### src/hdl/poc_pkg.sv
// Shared constants, mode codes and control structs for the parity or prime check block.
package poc_pkg;

    localparam int VALUE_WIDTH = 32;
    localparam int MAG_WIDTH   = VALUE_WIDTH - 1;
    localparam int DIV_WIDTH   = VALUE_WIDTH / 2 + 1;
    localparam int SQ_WIDTH    = 2 * DIV_WIDTH;
    localparam int CNT_WIDTH   = $clog2(MAG_WIDTH + 1);
    localparam int MODE_WIDTH  = 2;

    localparam logic [MODE_WIDTH-1:0] MODE_EVEN  = 2'd0;
    localparam logic [MODE_WIDTH-1:0] MODE_ODD   = 2'd1;
    localparam logic [MODE_WIDTH-1:0] MODE_PRIME = 2'd2;

    localparam logic [DIV_WIDTH-1:0] FIRST_DIVISOR = DIV_WIDTH'(5);
    localparam logic [SQ_WIDTH-1:0]  FIRST_SQUARE  = SQ_WIDTH'(16);
    localparam logic [DIV_WIDTH-1:0] THREE         = DIV_WIDTH'(3);
    localparam logic [DIV_WIDTH-1:0] TWO           = DIV_WIDTH'(2);
    localparam logic [DIV_WIDTH-1:0] SIX           = DIV_WIDTH'(6);
    localparam logic [SQ_WIDTH-1:0]  SQ_STEP_CONST = SQ_WIDTH'(36);

    typedef struct packed {
        logic                 start;
        logic [DIV_WIDTH-1:0] divisor;
    } div_req_t;

    typedef struct packed {
        logic done;
        logic zero;
    } div_rsp_t;

endpackage

### src/hdl/poc_ifs.sv
// Valid/ready channel interfaces for the value input and the verdict output.
interface poc_value_if;
    logic                                 valid;
    logic                                 ready;
    logic signed [poc_pkg::VALUE_WIDTH-1:0] value;

    modport source (output valid, output value, input ready);
    modport sink (input valid, input value, output ready);
endinterface

interface poc_good_if;
    logic valid;
    logic ready;
    logic good;

    modport source (output valid, output good, input ready);
    modport sink (input valid, input good, output ready);
endinterface

### src/hdl/poc_rem.sv
// Shared restoring remainder unit, one dividend bit per cycle.
module poc_rem (
    input  logic                           clk,
    input  logic                           rst_n,
    input  poc_pkg::div_req_t              req,
    input  logic [poc_pkg::MAG_WIDTH-1:0]  dividend,
    output poc_pkg::div_rsp_t              rsp
);

    logic                            busy_reg, busy_next;
    logic                            done_reg, done_next;
    logic [poc_pkg::CNT_WIDTH-1:0]   cnt_reg, cnt_next;
    logic [poc_pkg::MAG_WIDTH-1:0]   shf_reg, shf_next;
    logic [poc_pkg::DIV_WIDTH-1:0]   rem_reg, rem_next;
    logic [poc_pkg::DIV_WIDTH-1:0]   dvs_reg, dvs_next;
    logic [poc_pkg::DIV_WIDTH:0]     trial;
    logic [poc_pkg::DIV_WIDTH:0]     diff;

    assign trial = {rem_reg, shf_reg[poc_pkg::MAG_WIDTH-1]};
    assign diff  = trial - {1'b0, dvs_reg};

    always_comb
    begin
        busy_next = busy_reg;
        done_next = 1'b0;
        cnt_next  = cnt_reg;
        shf_next  = shf_reg;
        rem_next  = rem_reg;
        dvs_next  = dvs_reg;
        if (req.start)
        begin
            busy_next = 1'b1;
            cnt_next  = poc_pkg::CNT_WIDTH'(poc_pkg::MAG_WIDTH);
            shf_next  = dividend;
            rem_next  = '0;
            dvs_next  = req.divisor;
        end
        else if (busy_reg)
        begin
            shf_next = {shf_reg[poc_pkg::MAG_WIDTH-2:0], 1'b0};
            if (trial >= {1'b0, dvs_reg})
            begin
                rem_next = diff[poc_pkg::DIV_WIDTH-1:0];
            end
            else
            begin
                rem_next = trial[poc_pkg::DIV_WIDTH-1:0];
            end
            cnt_next = cnt_reg - poc_pkg::CNT_WIDTH'(1);
            if (cnt_reg == poc_pkg::CNT_WIDTH'(1))
            begin
                busy_next = 1'b0;
                done_next = 1'b1;
            end
        end
    end

    always_ff @(posedge clk or negedge rst_n)
    begin
        if (!rst_n)
        begin
            busy_reg <= 1'b0;
            done_reg <= 1'b0;
            cnt_reg  <= '0;
        end
        else
        begin
            busy_reg <= busy_next;
            done_reg <= done_next;
            cnt_reg  <= cnt_next;
        end
    end

    always_ff @(posedge clk)
    begin
        shf_reg <= shf_next;
        rem_reg <= rem_next;
        dvs_reg <= dvs_next;
    end

    assign rsp.done = done_reg;
    assign rsp.zero = (rem_reg == '0);

endmodule

### src/hdl/parity_or_prime_check.sv
// Top level: mode register, trial division sequencer and result register.
// Even, odd, unused-mode and trivially decided prime beats go from acceptance to the finish
// state, which loads the result register once it is free. A prime beat runs each remainder on
// the shared unit: 3, then d and d + 2 for d = 5 + 6k, at most 7723 such pairs.
// One beat is processed at a time; a finished result waits in the output register.
// Reset clears the mode to even, the sequencer to idle and the output valid; no clearing pass.
module parity_or_prime_check (
    input  logic                               clk,
    input  logic                               rst_n,
    poc_value_if.sink                          req,
    poc_good_if.source                         rsp,
    input  logic                               cfg_we,
    input  logic [poc_pkg::MODE_WIDTH-1:0]     cfg_data
);

    localparam logic [2:0] ST_IDLE  = 3'd0;
    localparam logic [2:0] ST_DIV3  = 3'd1;
    localparam logic [2:0] ST_CHECK = 3'd2;
    localparam logic [2:0] ST_DIVA  = 3'd3;
    localparam logic [2:0] ST_DIVB  = 3'd4;
    localparam logic [2:0] ST_FIN   = 3'd5;

    logic [2:0]                       state_reg, state_next;
    logic [poc_pkg::MODE_WIDTH-1:0]   mode_reg;
    logic [poc_pkg::MAG_WIDTH-1:0]    mag_reg, mag_next;
    logic [poc_pkg::DIV_WIDTH-1:0]    d_reg, d_next;
    logic [poc_pkg::SQ_WIDTH-1:0]     sq_reg, sq_next;
    logic                             res_reg, res_next;
    logic                             good_reg, good_next;
    logic                             valid_reg, valid_next;
    logic [poc_pkg::DIV_WIDTH-1:0]    d_minus1;
    logic [poc_pkg::SQ_WIDTH-1:0]     sq_step;
    logic                             in_neg;
    logic                             in_odd;
    logic [poc_pkg::MAG_WIDTH-1:0]    in_mag;
    poc_pkg::div_req_t                div_req;
    poc_pkg::div_rsp_t                div_rsp;

    poc_rem u_rem (
        .clk      (clk),
        .rst_n    (rst_n),
        .req      (div_req),
        .dividend (mag_next),
        .rsp      (div_rsp)
    );

    assign in_neg   = req.value[poc_pkg::VALUE_WIDTH-1];
    assign in_odd   = req.value[0];
    assign in_mag   = req.value[poc_pkg::MAG_WIDTH-1:0];
    assign d_minus1 = d_reg - poc_pkg::DIV_WIDTH'(1);
    assign sq_step  = (poc_pkg::SQ_WIDTH'(d_minus1) << 3) + (poc_pkg::SQ_WIDTH'(d_minus1) << 2)
                      + poc_pkg::SQ_STEP_CONST;

    assign req.ready = (state_reg == ST_IDLE);
    assign rsp.valid = valid_reg;
    assign rsp.good  = good_reg;

    always_comb
    begin
        state_next      = state_reg;
        mag_next        = mag_reg;
        d_next          = d_reg;
        sq_next         = sq_reg;
        res_next        = res_reg;
        good_next       = good_reg;
        valid_next      = valid_reg;
        div_req.start   = 1'b0;
        div_req.divisor = d_reg;
        if (valid_reg && rsp.ready)
        begin
            valid_next = 1'b0;
        end
        case (state_reg)
            ST_IDLE:
            begin
                if (req.valid)
                begin
                    mag_next   = in_mag;
                    state_next = ST_FIN;
                    case (mode_reg)
                        poc_pkg::MODE_EVEN:
                        begin
                            res_next = !in_odd;
                        end
                        poc_pkg::MODE_ODD:
                        begin
                            res_next = in_odd && !in_neg;
                        end
                        poc_pkg::MODE_PRIME:
                        begin
                            if (in_neg || !in_odd)
                            begin
                                res_next = (in_mag == poc_pkg::MAG_WIDTH'(2)) && !in_neg;
                            end
                            else if (in_mag[poc_pkg::MAG_WIDTH-1:2] == '0)
                            begin
                                res_next = in_mag[1];
                            end
                            else
                            begin
                                div_req.start   = 1'b1;
                                div_req.divisor = poc_pkg::THREE;
                                state_next      = ST_DIV3;
                            end
                        end
                        default:
                        begin
                            res_next = 1'b0;
                        end
                    endcase
                end
            end
            ST_DIV3:
            begin
                if (div_rsp.done)
                begin
                    if (div_rsp.zero)
                    begin
                        res_next   = 1'b0;
                        state_next = ST_FIN;
                    end
                    else
                    begin
                        d_next     = poc_pkg::FIRST_DIVISOR;
                        sq_next    = poc_pkg::FIRST_SQUARE;
                        state_next = ST_CHECK;
                    end
                end
            end
            ST_CHECK:
            begin
                if (sq_reg < poc_pkg::SQ_WIDTH'(mag_reg))
                begin
                    div_req.start = 1'b1;
                    state_next    = ST_DIVA;
                end
                else
                begin
                    res_next   = 1'b1;
                    state_next = ST_FIN;
                end
            end
            ST_DIVA:
            begin
                if (div_rsp.done)
                begin
                    if (div_rsp.zero)
                    begin
                        res_next   = 1'b0;
                        state_next = ST_FIN;
                    end
                    else
                    begin
                        div_req.start   = 1'b1;
                        div_req.divisor = d_reg + poc_pkg::TWO;
                        state_next      = ST_DIVB;
                    end
                end
            end
            ST_DIVB:
            begin
                if (div_rsp.done)
                begin
                    if (div_rsp.zero)
                    begin
                        res_next   = 1'b0;
                        state_next = ST_FIN;
                    end
                    else
                    begin
                        d_next     = d_reg + poc_pkg::SIX;
                        sq_next    = sq_reg + sq_step;
                        state_next = ST_CHECK;
                    end
                end
            end
            ST_FIN:
            begin
                if (!valid_reg || rsp.ready)
                begin
                    valid_next = 1'b1;
                    good_next  = res_reg;
                    state_next = ST_IDLE;
                end
            end
            default:
            begin
                state_next = ST_IDLE;
            end
        endcase
    end

    always_ff @(posedge clk or negedge rst_n)
    begin
        if (!rst_n)
        begin
            state_reg <= ST_IDLE;
            mode_reg  <= poc_pkg::MODE_EVEN;
            valid_reg <= 1'b0;
        end
        else
        begin
            state_reg <= state_next;
            valid_reg <= valid_next;
            if (cfg_we)
            begin
                mode_reg <= cfg_data;
            end
        end
    end

    always_ff @(posedge clk)
    begin
        mag_reg  <= mag_next;
        d_reg    <= d_next;
        sq_reg   <= sq_next;
        res_reg  <= res_next;
        good_reg <= good_next;
    end

endmodule

### src/flat_wrapper.sv
// flat-port wrapper written by rule: the top's interface ports become plain ports
module parity_or_prime_check_flat 
  (clk, rst_n, cfg_we, cfg_data, req_valid, req_value, req_ready, rsp_valid, rsp_good, rsp_ready);
  poc_value_if req_i ();
  poc_good_if rsp_i ();
  input  logic clk;
  input  logic rst_n;
  input  logic cfg_we;
  input  logic [poc_pkg::MODE_WIDTH-1:0] cfg_data;
  input wire logic [$bits(req_i.valid)-1:0] req_valid;
  input wire logic [$bits(req_i.value)-1:0] req_value;
  output wire logic [$bits(req_i.ready)-1:0] req_ready;
  output wire logic [$bits(rsp_i.valid)-1:0] rsp_valid;
  output wire logic [$bits(rsp_i.good)-1:0] rsp_good;
  input wire logic [$bits(rsp_i.ready)-1:0] rsp_ready;
  assign req_i.valid = req_valid;
  assign req_i.value = req_value;
  assign req_ready = req_i.ready;
  assign rsp_valid = rsp_i.valid;
  assign rsp_good = rsp_i.good;
  assign rsp_i.ready = rsp_ready;
  parity_or_prime_check u_core (.clk(clk), .rst_n(rst_n), .req(req_i), .rsp(rsp_i), .cfg_we(cfg_we), .cfg_data(cfg_data));
endmodule
### config.mk
export PLATFORM = sky130hd
export DESIGN_NAME = parity_or_prime_check_flat
export DESIGN_NICKNAME = d
export VERILOG_FILES = /design/src/hdl/poc_pkg.sv /design/src/hdl/poc_ifs.sv /design/src/hdl/poc_rem.sv /design/src/hdl/parity_or_prime_check.sv /design/src/flat_wrapper.sv
export SDC_FILE = /design/constraint.sdc
export NUM_CORES = 1
export LEC_CHECK = 0
export ABC_AREA = 1
export BUFFER_PORTS_ARGS = -buffer_cell sky130_fd_sc_hd__buf_2
export CAP_MARGIN = 20
export CELL_PAD_IN_SITES_DETAIL_PLACEMENT = 0
export CELL_PAD_IN_SITES_GLOBAL_PLACEMENT = 1
export CORE_ASPECT_RATIO = 1.4
export CORE_UTILIZATION = 47
export DETAILED_ROUTE_END_ITERATION = 7
export PLACE_DENSITY = 0.82
export SETUP_SLACK_MARGIN = 0.2
export SLEW_MARGIN = 0
export SYNTH_ARGS = -nofsm -noshare
export SYNTH_HDL_FRONTEND = slang
export SYNTH_SLANG_ARGS = --single-unit
### constraint.sdc
create_clock -name clk -period 6 [get_ports clk]
set_clock_uncertainty 0.05 [all_clocks]
set_input_delay 0.3 -clock clk [delete_from_list [all_inputs] [get_ports clk]]
set_output_delay 0.3 -clock clk [all_outputs]
set_load 0.1 [all_outputs]
==> impl_metrics.ini, run 1 <==
[sta]
rsz0062_at_grt = false
worstMarginPinSlew_ps = 1070
finalMaxSlewViolations = 0
finalHoldViolCount = 0
finalSetupViolations = 0
fin_setup_tns_ps = 0
slew_headroom = 0.287
period_needed_ps = 4910
final.period_utilization = 0.818
fmax_mhz = 204

[drt]
num_vias = 9857
route.met2.wl_um = 16100
antenna_left = 0
wl_per_cell_um = 15.7
drt_pass1_iterations = 5
via_per_inst = 5.25
drc_errors = 0
drt_iter0_markers = 415
top_layer_used = met5
drt-total-wl_um = 29400
wl_met3_um = 580
wl_met1_um = 11300

[worst_hold_path]
min_path_type = in -> reg

[setup_path]
critPathKind = reg -> reg
endpoint = u_core.sq_reg[33]
cp_common_cell = nand2_1
cpMaxStageDelayCell = edfxtp_1
reg2reg_setup_slack_ps = 1090
timing.rr.start = u_core.d_reg[3]
critPathLaunchType = flip-flop
crit_required_ps = 6140
critPathArrivalTime_ps = 5060
reg2regPathDepth = 29
rr_endpoint = u_core.sq_reg[33]
slowest_delay_ps = 520
path_max_fanout = 8
crit_path_start = u_core.d_reg[3]
critPathCaptureType = flip-flop

[placed_design]
hpwl_um = 22600
finalWeightedCongestion = 0.873
port_buffers = 41

[pwr]
total_power_mw = 5.00
p_comb_frac = 0.420
clkPwrFrac = 0.218
leakage_nw = 5.95
switchingPower_mw = 2.11
p_sw_frac = 0.423
power.internal_mw = 2.89
p_per_area_nw_per_um2 = 405
seqPwrFrac = 0.363
ir_drop_mv = 0.236

[cells_and_area]
largest_reg_flops = 32
multi_input_area_um2 = 6190
layout-drive-gt1-share = 0.0649
fillers = 2386
area_growth_pct = 8.79
diodes = 0
final_nets = 1707
register_area_um2 = 4230

[global_routing]
grt_pass1_vias = 9697
antenna_found_initial = 2
globalRoute.totalOverflow = 0
grtUsageTotal = 0.248
grt_max_degree = 63
grt_pass1_wl_um = 47700

[logic_synthesis]
ys_seq_elements = 159
yosys-top-cells-area = edfxtp_1 26%, nand2_1 15%, ha_1 12%
synth_area_leader_cell = edfxtp_1
yosysUniqueCellTypes = 50
netlist_area_um2 = 11400
ys_seq_area_frac = 0.372
syn_avg_cell_area_um2 = 7.41
synth_top_cell_area_share = 0.259
syn-instance-count = 1532
synth_warnings = 0
synthesis.nets = 1681

[clock_tree]
cts_max_level = 4
cts_made_buffers = 17
cts_setup_buffers = 0
clk_pin_slew_worst_paths_ps = 70
cts_tree = yes
cts_resized = 0
clk_path_buf_depth = 2
cts_root_buffer = clkbuf_16
cts_sinks = 159
ctsHoldBuffers = 1
clk_latency_ps = 440

[floorplan]
fp.dieH_um = 186
ios = 42
std_cell_rows = 66
die_x_um = 133
initial_core_util = 0.484
coreArea_um2 = 23500
die_area_um2 = 24800

[status]
status = finished clean

[job]
maxCapViolCount = 0
[critical path, delay by kind of cell, from the launching register on]
family	cells	cell delay, ps
compound gates	3	480
xor+xnor	1	150
fa+ha+maj	4	1200
buf+inv	4	330
flops	1	520
simple gates	17	1910
[power groups by stage]
| stage | registers [mW] | logic [mW] | clock network (mW) |
|---|---|---|---|
| after floorplan | 1.77 | 1.62 | 0 |
| after global placement | 1.83 | 2.07 | 0 |
| after detailed placement | 1.83 | 2.11 | 0 |
| after CTS | 1.81 | 2.12 | 1.10 |
| after global routing | 1.85 | 2.43 | 1.15 |
| final | 1.81 | 2.10 | 1.09 |
[layout by cell type (no fill, tap or decap), drive strengths merged, types with 41 or more instances in the layout]
cell / count
dfxtp: 48
ha: 107
o21ai: 108
nand2: 443
buf: 45
nand4: 41
edfxtp: 98
nor2: 175
nand3: 59
inv: 197
a21oi: 108
[metal layers]
metal | up-vias | GRT usage
met5 | - | 0
met4 | 4 | 0.134
met3 | 58 | 0.0297
met2 | 137 | 0.484
met1 | 4560 | 0.255
li1 | 5098 | -
[worst min path at each step]
stage / start / end / slack [ps] / depth (start not counted)
after floorplan: rst_n / u_core.mode_reg[0] / -50 / 0
after global placement: rst_n / u_core.u_rem.cnt_reg[4] / 150 / 1
after detailed placement: rst_n / u_core.u_rem.cnt_reg[2] / 160 / 1
after CTS: cfg_data[1] / u_core.mode_reg[1] / 4 / 3
after global routing: cfg_data[0] / u_core.mode_reg[0] / 50 / 2
final: cfg_data[1] / u_core.mode_reg[1] / 20 / 3
[through the flow]
step / instances / setup WS, ps / util / hold WS (ps) / area (µm²)
after floorplan: 1532 / 1740 / - / -45.6 / 11400
after global placement: 1844 / 1260 / 0.502 / 150 / 11800
after detailed placement: 1844 / 1070 / 0.502 / 157 / 11800
after CTS: 1877 / 1060 / 0.527 / 3.75 / 12400
after global routing: 1877 / 565 / 0.527 / 51.6 / 12400
final: 1877 / 1090 / 0.527 / 18.6 / 12400
[cell usage after synthesis, drive strengths merged]
| cell | number |
|---|---|
| nand2 | 443 |
| inv | 191 |
| nor2 | 175 |
| a21oi | 108 |
| o21ai | 108 |
| ha | 107 |
| edfxtp | 98 |
| nand3 | 59 |
| dfxtp | 48 |
| nand4 | 41 |
| buf | 21 |
| xor2 | 21 |
| nor3 | 20 |
| clkbuf | 18 |
| dfrtp | 13 |
| nand3b | 10 |
| o21a | 9 |
| xnor2 | 8 |
| o211ai | 5 |
| a21o | 4 |
| o21bai | 4 |
| a31oi | 3 |
| fa | 3 |
| a21boi | 2 |
| and2 | 2 |
| mux2 | 2 |
| nor3b | 2 |
| nor4 | 2 |
| or2 | 2 |
| and3 | 1 |
| conb | 1 |
| nor2b | 1 |
[cells by family after synthesis]
group / synth area share
compound gates: 0.113
xor+xnor: 0.0224
fa+ha+maj: 0.123
buf+inv: 0.0830
flops: 0.372
mux: 0.00198
other cells: 0.000330
simple gates: 0.284
[cell type report]
| cell class | instances | area share |
|---|---|---|
| tap | 306 | 0.0310 |
| clock inverter | 14 | 0.0123 |
| clock buffer | 18 | 0.0347 |
| timing repair buffer | 46 | 0.0199 |
| sequential | 159 | 0.342 |
| inverter | 191 | 0.0586 |
| multi-input combinational | 1143 | 0.501 |
Note: power is estimated with default switching activity, not from simulation.
==> run 2: changes to the inputs <==
--- a/config.mk
+++ b/config.mk
@@ -11,9 +11,9 @@
 export CELL_PAD_IN_SITES_DETAIL_PLACEMENT = 0
 export CELL_PAD_IN_SITES_GLOBAL_PLACEMENT = 1
 export CORE_ASPECT_RATIO = 1.4
-export CORE_UTILIZATION = 47
+export CORE_UTILIZATION = 42
 export DETAILED_ROUTE_END_ITERATION = 7
-export PLACE_DENSITY = 0.82
+export PLACE_DENSITY = 0.78
 export SETUP_SLACK_MARGIN = 0.2
 export SLEW_MARGIN = 0
 export SYNTH_ARGS = -nofsm -noshare
==> constraint.sdc (replaced) <==
create_clock -name clk -period 4 [get_ports clk]
set_clock_uncertainty 0.05 [all_clocks]
set_input_delay 0.2 -clock clk [delete_from_list [all_inputs] [get_ports clk]]
set_output_delay 0.2 -clock clk [all_outputs]
set_load 0.1 [all_outputs]
==> run 2 against run 1 <==
  * The run now ends with negative setup slack left
  * Non-clock buffer count is 157 higher
  * Wire length is 11% higher
  * Largest power group unchanged
  * Highest routed layer is now met4
  * Register-to-register slack worse by 1200 ps
  * Flip-flop and latch count stayed put
  * Via count is 6.8% higher
  * Combinational power is 67% higher
  * Sequential share of layout area is 5.5 points lower
  * Sequential power is 50% higher
  * Fmax is 20% higher
  * Clock power is 54% higher
==> impl_metrics.ini, run 2 (synthesized netlist as in run 1, its figures left out) <==
[global_routing]
globalRoute.totalOverflow = 0
antenna_found_initial = 0
grt_pass1_vias = 10717
grt_pass1_wl_um = 51900
grt_max_degree = 62
grtUsageTotal = 0.241

[floorplan]
initial_core_util = 0.431
die_x_um = 141
fp.dieH_um = 197
ios = 42
std_cell_rows = 70
coreArea_um2 = 26400
die_area_um2 = 27700

[drt]
num_vias = 10531
antenna_left = 0
drt_iter0_markers = 503
wl_per_cell_um = 15.6
drt-total-wl_um = 32500
drt_pass1_iterations = 5
drc_errors = 0
via_per_inst = 5.04

[sta]
slew_headroom = 0.506
worstMarginPinSlew_ps = 740
finalHoldViolCount = 0
final.period_utilization = 1.03
finalMaxSlewViolations = 0
fmax_mhz = 244
rsz0062_at_grt = true
period_needed_ps = 4100
fin_hold_ws_ps = 9.82
setup_ws_ps = -105
finalSetupViolations = 13

[cells_and_area]
finalCoreUtilization = 0.558
final_cell_mix = 406 x nand2_1, 164 x inv_1, 152 x nor2_1, 116 x buf_4, 98 x edfxtp_1
final_nets = 1864
diodes = 0
area_growth_pct = 29.5
mostFrequentLayoutCell = nand2_1
layout-drive-gt1-share = 0.220
largest_reg_flops = 32
fillers = 2459

[setup_path]
critPathArrivalTime_ps = 4260
critPathLaunchType = flip-flop
reg2reg_setup_slack_ps = -100
cpMaxStageDelayCell = edfxtp_1
crit_required_ps = 4160
critPathCaptureType = flip-flop
slowest_delay_ps = 420
critPathKind = reg -> reg
path_max_fanout = 5

[clock_tree]
clk_latency_ps = 450
cts_max_level = 4
clk_path_buf_depth = 2
cts_root_buffer = clkbuf_16
cts_sinks = 159
cts_tree = yes
clk_pin_slew_worst_paths_ps = 80
cts_made_buffers = 17

[pwr]
p_per_area_nw_per_um2 = 537
leakage_nw = 6.80
ir_drop_mv = 0.295
total_power_mw = 7.90

[job]
maxCapViolCount = 0

[placed_design]
finalWeightedCongestion = 0.873
dpl_worst_slack_ps = -315
port_buffers = 41
hpwl_um = 24000

[status]
status = finished with violations
violations = negative setup slack

[worst_hold_path]
min_path_type = in -> reg
-- run 2: cell types whose count changed in the layout (fill, tap and decap cells not counted), moves of 25 or more --
cell           delta
a21oi_1          -25
ha_1             -31
buf_4           +112
nand2_1          -33
dlygate4sd3_1    +31
ha_4             +30
-- run 2: final timing paths --
kind | cells after the start | to | startpoint
max | 26 | u_core.sq_reg[31] | u_core.d_reg[4]
min | 3 | u_core.mag_reg[2] | req_value[2]
max reg2reg | 26 | u_core.sq_reg[31] | u_core.d_reg[4]
min reg2reg | 0 | u_core.rsp.good | u_core.res_reg
max in group asynchronous | 2 | u_core.state_reg[2] | rst_n
min in group asynchronous | 2 | u_core.rsp.valid | rst_n
-- run 2: metal layers --
| metal | global-route usage | share of wire | vias to the layer above | wire length [µm] |
|---|---|---|---|---|
| met3 | 0.0265 | 0.020 | 67 | 642 |
| met1 | 0.236 | 0.37 | 4882 | 12000 |
| met5 | 0 | 0 | - | 0 |
| met2 | 0.486 | 0.56 | 171 | 18300 |
| li1 | - | - | 5411 | - |
| met4 | 0.130 | 0.048 | 0 | 1550 |
-- run 2: repair_timing --
item / 4_1_cts / 5_1_grt
hold endpoints to repair: 41 / 0
hold buffers: 32 / 0
pin swaps: 61 / 35
resized for setup: 124 / 56
setup buffers: 21 / 7
endpoints found under the setup margin: 22 / 26
-- run 2: critical path: cells and delay by family, from the launching register on --
family,cells,cell delay (ps)
buf+inv,5,540
compound gates,5,650
simple gates,11,1000
xor+xnor,1,270
fa+ha+maj,4,960
flops,1,420
-- run 2: cell type report --
cell class	count	area, µm²	share of cell area
Multi-Input combinational cell	1143	7120	0.484
Sequential cell	159	4230	0.288
Timing Repair Buffer	203	1560	0.106
Clock buffer	17	425	0.0289
Inverter	191	729	0.0496
Clock inverter	15	185	0.0126
Tap cell	360	450	0.0306
-- run 2: report_power, final --
group | internal [mW] | total (mW) | switching (mW)
Sequential | 2.38 | 2.72 | 0.337
Clock | 0.852 | 1.68 | 0.826
Combinational | 1.29 | 3.50 | 2.21
-- run 2: metrics by stage --
step | cell area [µm²] | std cells | TNS, ps
after floorplan | 11600 | 1532 | 0
after global placement | 12800 | 1996 | -1700
after detailed placement | 12800 | 1996 | -3520
after CTS | 14400 | 2081 | -719
after global routing | 14700 | 2088 | -5750
final | 14700 | 2088 | -766
